**src/hw/rtl/rfcp_pkg.sv**
```systemverilog
// Package for the radio frame checker and parser: frame constants, result
// status codes, the CRC-16 (reflected 0x8408) byte update and shared types.
// No dependencies.
package rfcp_pkg;

   localparam logic [7:0]  LEN_MASK      = 8'h1F;
   localparam logic [5:0]  HEADER_BYTES  = 6'd1;
   localparam logic [5:0]  TRAILER_BYTES = 6'd2;
   localparam logic [5:0]  MIN_FRAME     = 6'd11;
   localparam logic [5:0]  PAYLOAD_START = 6'd9;
   localparam logic [5:0]  DEST_FIRST    = 6'd2;
   localparam logic [5:0]  DEST_LAST     = 6'd4;
   localparam logic [5:0]  SRC_FIRST     = 6'd5;
   localparam logic [5:0]  SRC_LAST      = 6'd7;
   localparam logic [5:0]  CMD_POS       = 6'd8;
   localparam logic [5:0]  COUNT_MAX     = 6'd63;
   localparam int          PAYLOAD_MAX   = 23;
   localparam int          PAY_IDX_W     = 5;
   localparam logic [15:0] CRC_POLY      = 16'h8408;

   localparam int REQ_TDATA_W = 8;
   localparam int RSP_TDATA_W = 80;
   localparam int RSP_TUSER_W = 2;

   localparam logic [1:0] ST_OK        = 2'd0;
   localparam logic [1:0] ST_TRUNCATED = 2'd1;
   localparam logic [1:0] ST_SHORT     = 2'd2;
   localparam logic [1:0] ST_CRC_BAD   = 2'd3;

   typedef logic [PAY_IDX_W-1:0] pay_idx_type;

   typedef struct packed {
      logic        active;
      logic [1:0]  status;
      pay_idx_type idx;
      pay_idx_type cnt;
   } gen_type;

   function automatic logic [15:0] crc16_update(input logic [15:0] crc, input logic [7:0] b);
      logic [15:0] c;
      c = crc ^ {8'h00, b};
      for (int i = 0; i < 8; i++) begin
         c = c[0] ? ((c >> 1) ^ CRC_POLY) : (c >> 1);
      end
      return c;
   endfunction

endpackage

```
**src/hw/rtl/radio_frame_checker_parser.sv**
```systemverilog
// Radio frame checker and parser: length decode, CRC-16 check, header and
// payload extraction from a byte stream, one result beat per payload byte of a good frame.
// Depends on rfcp_pkg.
//
//   channel  dir  tdata                                        tuser   tlast
//   req_     in   [7:0] rx_byte                                -       capture_end
//   rsp_     out  [23:0] dest_addr [47:24] src_addr            [1:0]   last
//                 [55:48] command [63:56] data_byte                status
//                 [68:64] data_index [73:69] data_count
//
// One input beat per cycle. A byte that completes a frame yields one result
// beat, or one per payload byte (up to 23) for a good frame; the input stalls
// while those drain, and takes the next beat in the cycle the last one moves
// into the output register. The output register lets input continue while a
// result waits on rsp_tready. Synchronous active-high reset clears control
// state; the payload buffer is not reset.
module radio_frame_checker_parser (
   input  logic                                 clock,
   input  logic                                 reset,
   input  logic                                 req_tvalid,
   output logic                                 req_tready,
   input  logic [rfcp_pkg::REQ_TDATA_W-1:0]     req_tdata,  // [7:0] rx_byte
   input  logic                                 req_tlast,
   output logic                                 rsp_tvalid,
   input  logic                                 rsp_tready,
   output logic [rfcp_pkg::RSP_TDATA_W-1:0]     rsp_tdata,  // dest, src, cmd, data, idx, count
   output logic [rfcp_pkg::RSP_TUSER_W-1:0]     rsp_tuser,  // [1:0] status
   output logic                                 rsp_tlast
);
   import rfcp_pkg::*;

   logic [5:0]  byte_count_ff, byte_count_in;
   logic [5:0]  frame_length_ff, frame_length_in;
   logic [15:0] crc_ff, crc_in;
   logic [7:0]  trailer_low_ff, trailer_low_in;
   logic [23:0] dest_ff, dest_in;
   logic [23:0] src_ff, src_in;
   logic [7:0]  cmd_ff, cmd_in;
   logic        finished_ff, finished_in;
   gen_type     gen_ff, gen_in;
   logic [7:0]  payload_ff [PAYLOAD_MAX];

   logic        rsp_valid_ff, rsp_valid_in;
   logic [1:0]  rsp_status_ff;
   logic [23:0] rsp_dest_ff, rsp_src_ff;
   logic [7:0]  rsp_cmd_ff, rsp_data_ff;
   pay_idx_type rsp_idx_ff, rsp_cnt_ff;
   logic        rsp_last_ff;

   logic        accept, rsp_free, gen_move, gen_last, gen_ok, gen_has_data;
   logic [7:0]  rx;
   logic [5:0]  fl, crc_end;
   logic        pay_we;
   pay_idx_type pay_wa;

   assign rx       = req_tdata[7:0];
   assign rsp_free = !rsp_valid_ff || rsp_tready;
   assign gen_last = (gen_ff.cnt == '0) || ((gen_ff.idx + 1'b1) == gen_ff.cnt);
   assign gen_move = gen_ff.active && rsp_free;
   assign gen_ok   = (gen_ff.status == ST_OK);
   assign gen_has_data = gen_ok && (gen_ff.cnt != '0);
   assign req_tready = !gen_ff.active || (gen_last && rsp_free);
   assign accept   = req_tvalid && req_tready;

   assign fl      = (byte_count_ff == '0) ?
                    (HEADER_BYTES + TRAILER_BYTES + 6'(rx & LEN_MASK)) : frame_length_ff;
   assign crc_end = fl - TRAILER_BYTES;
   assign pay_wa  = PAY_IDX_W'(byte_count_ff - PAYLOAD_START);

   always_comb begin
      byte_count_in   = byte_count_ff;
      frame_length_in = frame_length_ff;
      crc_in          = crc_ff;
      trailer_low_in  = trailer_low_ff;
      dest_in         = dest_ff;
      src_in          = src_ff;
      cmd_in          = cmd_ff;
      finished_in     = finished_ff;
      pay_we          = 1'b0;
      gen_in          = gen_ff;

      if (gen_move) begin
         if (gen_last) begin
            gen_in.active = 1'b0;
         end else begin
            gen_in.idx = gen_ff.idx + 1'b1;
         end
      end

      if (accept) begin
         if (!finished_ff) begin
            frame_length_in = fl;
            if (byte_count_ff < crc_end) begin
               crc_in = crc16_update(crc_ff, rx);
               if (byte_count_ff >= DEST_FIRST && byte_count_ff <= DEST_LAST) begin
                  dest_in = {dest_ff[15:0], rx};
               end else if (byte_count_ff >= SRC_FIRST && byte_count_ff <= SRC_LAST) begin
                  src_in = {src_ff[15:0], rx};
               end else if (byte_count_ff == CMD_POS) begin
                  cmd_in = rx;
               end else if (byte_count_ff >= PAYLOAD_START) begin
                  pay_we = 1'b1;
               end
            end else if (byte_count_ff == crc_end) begin
               trailer_low_in = rx;
            end else begin
               finished_in   = 1'b1;
               gen_in.active = 1'b1;
               gen_in.idx    = '0;
               gen_in.cnt    = '0;
               priority if (fl < MIN_FRAME) begin
                  gen_in.status = ST_SHORT;
               end else if ({rx, trailer_low_ff} != crc_ff) begin
                  gen_in.status = ST_CRC_BAD;
               end else begin
                  gen_in.status = ST_OK;
                  gen_in.cnt    = PAY_IDX_W'(fl - MIN_FRAME);
               end
            end
            if (byte_count_ff != COUNT_MAX) begin
               byte_count_in = byte_count_ff + 1'b1;
            end
         end
         if (req_tlast) begin
            if (!finished_in) begin
               gen_in.active = 1'b1;
               gen_in.status = ST_TRUNCATED;
               gen_in.idx    = '0;
               gen_in.cnt    = '0;
            end
            byte_count_in   = '0;
            frame_length_in = '0;
            crc_in          = '0;
            finished_in     = 1'b0;
         end
      end

      rsp_valid_in = rsp_valid_ff;
      if (gen_move) begin
         rsp_valid_in = 1'b1;
      end else if (rsp_tready) begin
         rsp_valid_in = 1'b0;
      end
   end

   always_ff @(posedge clock) begin
      if (reset) begin
         byte_count_ff   <= '0;
         frame_length_ff <= '0;
         crc_ff          <= '0;
         trailer_low_ff  <= '0;
         dest_ff         <= '0;
         src_ff          <= '0;
         cmd_ff          <= '0;
         finished_ff     <= 1'b0;
         gen_ff          <= '0;
         rsp_valid_ff    <= 1'b0;
      end else begin
         byte_count_ff   <= byte_count_in;
         frame_length_ff <= frame_length_in;
         crc_ff          <= crc_in;
         trailer_low_ff  <= trailer_low_in;
         dest_ff         <= dest_in;
         src_ff          <= src_in;
         cmd_ff          <= cmd_in;
         finished_ff     <= finished_in;
         gen_ff          <= gen_in;
         rsp_valid_ff    <= rsp_valid_in;
      end
   end

   always_ff @(posedge clock) begin
      if (pay_we) begin
         payload_ff[pay_wa] <= rx;
      end
   end

   always_ff @(posedge clock) begin
      if (gen_move) begin
         rsp_status_ff <= gen_ff.status;
         rsp_dest_ff   <= gen_ok ? dest_ff : '0;
         rsp_src_ff    <= gen_ok ? src_ff : '0;
         rsp_cmd_ff    <= gen_ok ? cmd_ff : '0;
         rsp_data_ff   <= gen_has_data ? payload_ff[gen_ff.idx] : '0;
         rsp_idx_ff    <= gen_has_data ? gen_ff.idx : '0;
         rsp_cnt_ff    <= gen_ok ? gen_ff.cnt : '0;
         rsp_last_ff   <= gen_last;
      end
   end

   assign rsp_tvalid = rsp_valid_ff;
   assign rsp_tdata  = {6'b0, rsp_cnt_ff, rsp_idx_ff, rsp_data_ff, rsp_cmd_ff,
                        rsp_src_ff, rsp_dest_ff};
   assign rsp_tuser  = rsp_status_ff;
   assign rsp_tlast  = rsp_last_ff;

endmodule

```
**config.mk**
```make
export PLATFORM = sky130hd
export DESIGN_NAME = radio_frame_checker_parser
export DESIGN_NICKNAME = d
export VERILOG_FILES = /design/src/hw/rtl/rfcp_pkg.sv /design/src/hw/rtl/radio_frame_checker_parser.sv
export SDC_FILE = /design/constraint.sdc
export NUM_CORES = 1
export LEC_CHECK = 0
export ABC_AREA = 0
export BUFFER_PORTS_ARGS = -buffer_cell sky130_fd_sc_hd__buf_2
export CAP_MARGIN = 25
export CORE_MARGIN = 2
export CORE_UTILIZATION = 60
export DETAILED_ROUTE_END_ITERATION = 12
export PLACE_DENSITY = 0.79
export RECOVER_POWER = 100
export SLEW_MARGIN = 20
export SYNTH_ARGS = -nofsm -noshare
export SYNTH_HDL_FRONTEND = slang
export SYNTH_SLANG_ARGS = --single-unit
```
**constraint.sdc**
```tcl
create_clock -name clock -period 12.3 [get_ports clock]
set_input_delay 1.23 -clock clock [delete_from_list [all_inputs] [get_ports clock]]
set_output_delay 1.23 -clock clock [all_outputs]
set_load 0.02 [all_outputs]
```
# --- After elaboration in Yosys (flattened, before gate mapping) ---
# Memory sizes are Yosys's and may differ from the RTL's. A register that Yosys moved wholly into a read port is not among the register bits.
# Cells that the tools add are included.
word_totals:
  reg_bits: 176
  ramBits: 184
  input_bits: 13
  output_inout_bits: 85
  wordCells: 126
  memories: 1
memory_table:
  columns: ["memory", "words", "width", "read_ports", "rd_clocked_by_memory_dff", "write_ports", "line", "rtl"]
  rows:
  - ["payload_ff", 23, 8, 1, 1, 1, "radio_frame_checker_parser.sv:41", "logic [7:0] payload_ff [PAYLOAD_MAX];"]
classes:
  add_sub_neg: 6
  n_lt_le_gt_ge: 7
  eq_ne: 6
  mux: 47
  bitwise: 13
  reduce_logical: 26
ops:
  columns: ["cell", "n"]
  rows:
  - ["two-way mux 16 bit", 11]
  - ["two-way mux 13 bit", 6]
  - ["two-way mux 6 bit", 6]
  - ["NOT 2 -> 3 bit", 8]
  - ["two-way mux 5 bit", 4]
  - ["two-way mux 1 bit", 18]
  - ["!= test 16 bit", 1]
  - ["XOR 16 x 8 -> 16 bit", 1]
  - ["<= comparator 6 x 3 -> 1 bit, second input constant", 2]
  - ["subtractor 5 x 4 -> 5 bit, second input constant", 2]
  - ["AND reduction 4 bit", 2]
  - ["adder 2 x 5 -> 6 bit, first input constant", 1]
  - ["adder 6 x 1 -> 6 bit, second input constant", 1]
  - ["== test 6 x 4 -> 1 bit, second input constant", 1]
  - ["== test 6 bit", 1]
  - [">= comparator 6 x 2 -> 1 bit, second input constant", 1]
  - [">= comparator 6 x 3 -> 1 bit, second input constant", 1]
  - [">= comparator 6 x 4 -> 1 bit, second input constant", 1]
  - ["logical AND 1 bit", 6]
  - ["zero test 6 bit", 1]
  - ["< comparator 6 x 4 -> 1 bit, second input constant", 1]
  - ["< comparator 6 bit", 1]
  - ["!= test 6 bit, second input constant", 1]
  - ["AND reduction 3 bit", 2]
  - ["other kinds (15)", 25]

# --- Logic depth before layout (Yosys ltp) ---
logic_depth:
  word_depth: 20
  depth_mapped: 17
  ltp_nobuf: 16

# --- Worst setup path before layout ---
# OpenSTA, ideal clock, no wires.
synth_path:
  kind: "input port to flip-flop"
  startpoint: "in req_tdata[0] in the netlist's numbering"
  endpoint: "mem payload_ff[4][0], enable pin"
  setup_ns: 0.332
  arrival_time_ns: 4.848
  required_time_ns: 11.968
  setup_slack_ns: 7.120
  cell_stages: 15
  n_path_buf: 2
  cell_sequence: "clkbuf_1 inv_1 ha_1 xnor2_1 mux2i_1 nand3_1 xnor2_1 ha_1 a21o_1 a21oi_1 nand2_1 a2111o_1 a21oi_1 clkbuf_1 and3_1"
synth_via:
  elab_chain_cells: 9
synth_lines:
  columns: ["item", "line", "rtl"]
  rows:
  - ["start: declaration", "radio_frame_checker_parser.sv:22", "input logic [rfcp_pkg::REQ_TDATA_W-1:0] req_tdata,"]
  - ["adder 2 x 5 -> 6 bit", "radio_frame_checker_parser.sv:66", "(HEADER_BYTES + TRAILER_BYTES + 6'(rx & LEN_MASK)) : frame_length_ff;"]
  - ["two-way mux 6 bit", "radio_frame_checker_parser.sv:65", "assign fl = (byte_count_ff == '0) ?"]
  - ["subtractor 6 x 2 -> 6 bit", "radio_frame_checker_parser.sv:67", "assign crc_end = fl - TRAILER_BYTES;"]
  - ["< comparator 6 bit", "radio_frame_checker_parser.sv:93", "if (byte_count_ff < crc_end) begin"]
  - ["two-way mux 1 bit", "radio_frame_checker_parser.sv:93", null]
  - ["two-way mux 1 bit", "radio_frame_checker_parser.sv:91", "if (!finished_ff) begin"]
  - ["two-way mux 1 bit", "radio_frame_checker_parser.sv:90", "if (accept) begin"]
  - ["two-way mux 1 bit", "radio_frame_checker_parser.sv:173", "if (pay_we) begin"]
  - ["two-way mux 1 bit (implied by the code)", "radio_frame_checker_parser.sv:174", "payload_ff[pay_wa] <= rx;"]
  - ["end: declaration", "radio_frame_checker_parser.sv:41", null]
# No other way between the ends.

# --- Worst setup path in the final report ---
layout_path:
  startpoint: "in req_tdata[0] in the netlist's numbering"
  endpoint: "reg cmd_ff[4]"
layout_via:
  elab_chain_cells: 5
layout_lines:
  columns: ["item", "line", "rtl"]
  rows:
  - ["adder 2 x 5 -> 6 bit", "radio_frame_checker_parser.sv:66", null]
  - ["two-way mux 6 bit", "radio_frame_checker_parser.sv:65", null]
  - ["subtractor 6 x 2 -> 6 bit", "radio_frame_checker_parser.sv:67", null]
  - ["< comparator 6 bit", "radio_frame_checker_parser.sv:93", null]
  - ["AND reduction 6 bit (no source line)", null, null]
  - ["end signal: assignment", "radio_frame_checker_parser.sv:165", "cmd_ff <= cmd_in;"]
  - ["end: declaration", "radio_frame_checker_parser.sv:38", "logic [7:0] cmd_ff, cmd_in;"]
# No other way between the ends.
# A chain may end at the register's enable or synchronous reset.

==> impl_metrics.yaml <==
run_status:
  run_status: "finished with violations"
  violations: "capacitance limit, slew limit"
timing:
  worstMarginPinSlew_ns: 4.04
  setup_viol: 0
  rsz0062_at_grt: "false"
  tns_ns: 0
  slew_viol_final: 535
  fmax_mhz: 115
  fin_worst_skew_ns: 0.0409
  hold_viol_final: 0
  relSlewSlack: -1.76
  finalCritPeriodShare: 0.709
  min_period_ns: 8.73
grt:
  antenna_found_initial: 0
  overflow: 0
  grt_use_total: 0.269
  grt_pass1_wl_mm: 54.5
  grt_pass1_vias: 9388
  grt_max_degree: 85
setup_path:
  reg2reg_depth: 14
  cp.arrival_ns: 8.99
  crit_fanout: 32
  timing.rr.start: "byte_count_ff[0]$_SDFFE_PP0P_"
  cp-endpoint: "cmd_ff[4]$_SDFFE_PP0P_"
  end_kind: "register"
  path_class: "in2reg"
  rr_endpoint: "cmd_ff[4]$_SDFFE_PP0P_"
  critPathRequiredTime_ns: 12.56
  regToRegSetupSlack_ns: 4.43
  setup.worst_path.start: "req_tdata[0]"
  worstSetupStartpointType: "input port"
synthesis:
  synthFlopType: "edfxtp_1"
  netlist.area_leader.share: 0.509
  syn_area_um2: 15400
  synth.most_common_cell: "edfxtp_1"
  synth-edff-count: 261
  ys_ff_latch: 368
  syn_inst: 1099
  yosys-top-cells-count: "261 x edfxtp_1, 107 x dfxtp_1, 74 x nor2_1"
  synth_cell_types: 66
  syn_avg_cell_area_um2: 14.0
  async_flop_share: 0
  synth_area_leaders: "edfxtp_1 51%, dfxtp_1 14%, mux4_2 7.0%"
  yosysSeqAreaShare: 0.649
  yosysTopAreaCell: "edfxtp_1"
  ys.warnings.count: 0
cells_and_area:
  nets: 1203
  diodes: 0
  area_growth_pct: 12.0
  drive_gt1_frac: 0.117
  design_area_um2: 17200
clock_network:
  clockRootBuffer: "clkbuf_16"
  clk_pin_slew_worst_paths_ns: 0.06
  cts_buffer_depth: 3
  cts_tree: "built"
  postCtsSetupRepairBufs: 0
  cts_buffers: 38
  htreeDepth: 2
  cts_sinks: 368
  insertion_delay_ns: 0.54
  cts_resized: 0
  cts_hold_buffers: 0
floorplan:
  fp.dieW_um: 164
  die_h_um: 164
  die-area_um2: 26900
  num_rows: 58
  core-area_um2: 25200
  io_pins: 98
  initial_utilization: 0.611
job:
  drv_cap: 14
detailed_routing:
  routed_wl_mm: 35.7
  wl_per_cell_um: 23.3
  drc: 0
  dr.pass1.iters: 5
  ant_nets: 0
  vias: 9482
  dr.first_iter.drc_count: 939
  via_per_inst: 6.18
hold_path:
  hp-start: "src_ff[23]$_SDFFE_PP0P_"
  hp-class: "reg2reg"
  hold-path-cell-count: 2
placement:
  dp_hpwl_mm: 21.6
  placed_area_um2: 16000
  place_congestion: 0.891
  numPortBuffers: 91
power_and_ir_drop:
  p_leak_nw: 5.55
  irDropWorstVdd_mv: 0.109
  total_power_mw: 2.72
  power_density_nw_per_um2: 158
cell usage in the layout, fill, tap and decap left out, types with 9 or more instances in the layout:
cell,instances
and3_1,24
clkbuf_1,102
ha_1,15
and2_0,40
o21ai_0,56
clkbuf_16,39
and2_1,28
edfxtp_1,261
nand2_1,32
nand3_1,46
o2bb2ai_1,12
a211oi_1,9
mux2i_1,57
nor3_1,11
inv_1,14
mux4_2,48
nand4_1,9
dfxtp_1,105
xnor2_1,50
a21oi_1,50
nor2_1,74
xor2_1,9
cells by family (layout without fill, tap and decap cells):
| group | Yosys count | in the layout | synth area share |
|---|---|---|---|
| DFF | 368 | 368 | 0.649 |
| and+or+nand+nor | 284 | 284 | 0.0947 |
| other | 1 | 6 | 0.000244 |
| adders and majority gates | 15 | 15 | 0.0122 |
| AOI/OAI and AO/OA | 177 | 177 | 0.0770 |
| buffers and inverters | 90 | 191 | 0.0262 |
| muxes | 105 | 105 | 0.107 |
| xor gates and xnor gates | 59 | 59 | 0.0336 |
layout make-up:
type / instances / area (µm²)
Clock buffer: 49 / 1030
Fill cell: 1767 / 7950
Clock inverter: 21 / 294
Multi-Input combinational cell: 646 / 5010
Inverter: 16 / 60.1
Sequential cell: 368 / 9980
Tap cell: 330 / 413
Timing Repair Buffer: 105 / 440
report_power, final:
group | leakage [nW] | internal, mW | total [mW] | switching, mW
clock | 0.638 | 0.728 | 1.21 | 0.483
sequential | 3.25 | 1.34 | 1.35 | 0.0116
combinational | 1.67 | 0.0475 | 0.158 | 0.111
worst min path at each step:
stage / endpoint / slack (ns)
2_1_floorplan: src_ff[10]$_SDFFE_PP0P_ / 0.45
3_3_place_gp: src_ff[22]$_SDFFE_PP0P_ / 0.46
3_5_place_dp: src_ff[13]$_SDFFE_PP0P_ / 0.46
4_1_cts: src_ff[13]$_SDFFE_PP0P_ / 0.47
5_1_grt: src_ff[14]$_SDFFE_PP0P_ / 0.50
6_report: src_ff[23]$_SDFFE_PP0P_ / 0.47
worst max-delay path: stages:
cell and delay [ns]:
buf_2 0.07, clkbuf_1 1.29, inv_1 0.18, ha_1 0.32
xnor2_1 0.16, mux2i_1 0.57, nand3_1 0.17, xnor2_1 0.17
ha_1 0.31, a21o_1 0.17, a21oi_1 0.44, nand2_1 0.24
a2111oi_0 3.15, mux2i_1 0.41, nor2_1 0.08
metrics by stage:
step                utilization  hold WS [ns]  setup slack [ns]  cells
finish                    0.684         0.470              3.57   1535
global route              0.684         0.501              3.15   1535
CTS                       0.690         0.469              5.82   1533
detailed placement        0.637         0.463              5.38   1463
global placement          0.637         0.459              5.60   1463
floorplan                     -         0.449              7.12   1104
state kept, by name, summed over array words and instances, names as in the netlist, 13 cells and up:
name / flops
gen_ff: 13
crc_ff: 16
payload_ff: 184
dest_ff: 24
src_ff: 24
rsp_dest_ff: 24
rsp_src_ff: 24
metal layers:
layer  global-route usage  routed length [µm]  vias to the layer above
met2                0.444               17600                      408
met3               0.0394                2300                       82
met1                0.366               14500                     4725
li1                     -                   -                     4267
met4                0.103                1320                        0
met5                    0                   0                        -
(Power assumes the default switching activity.)
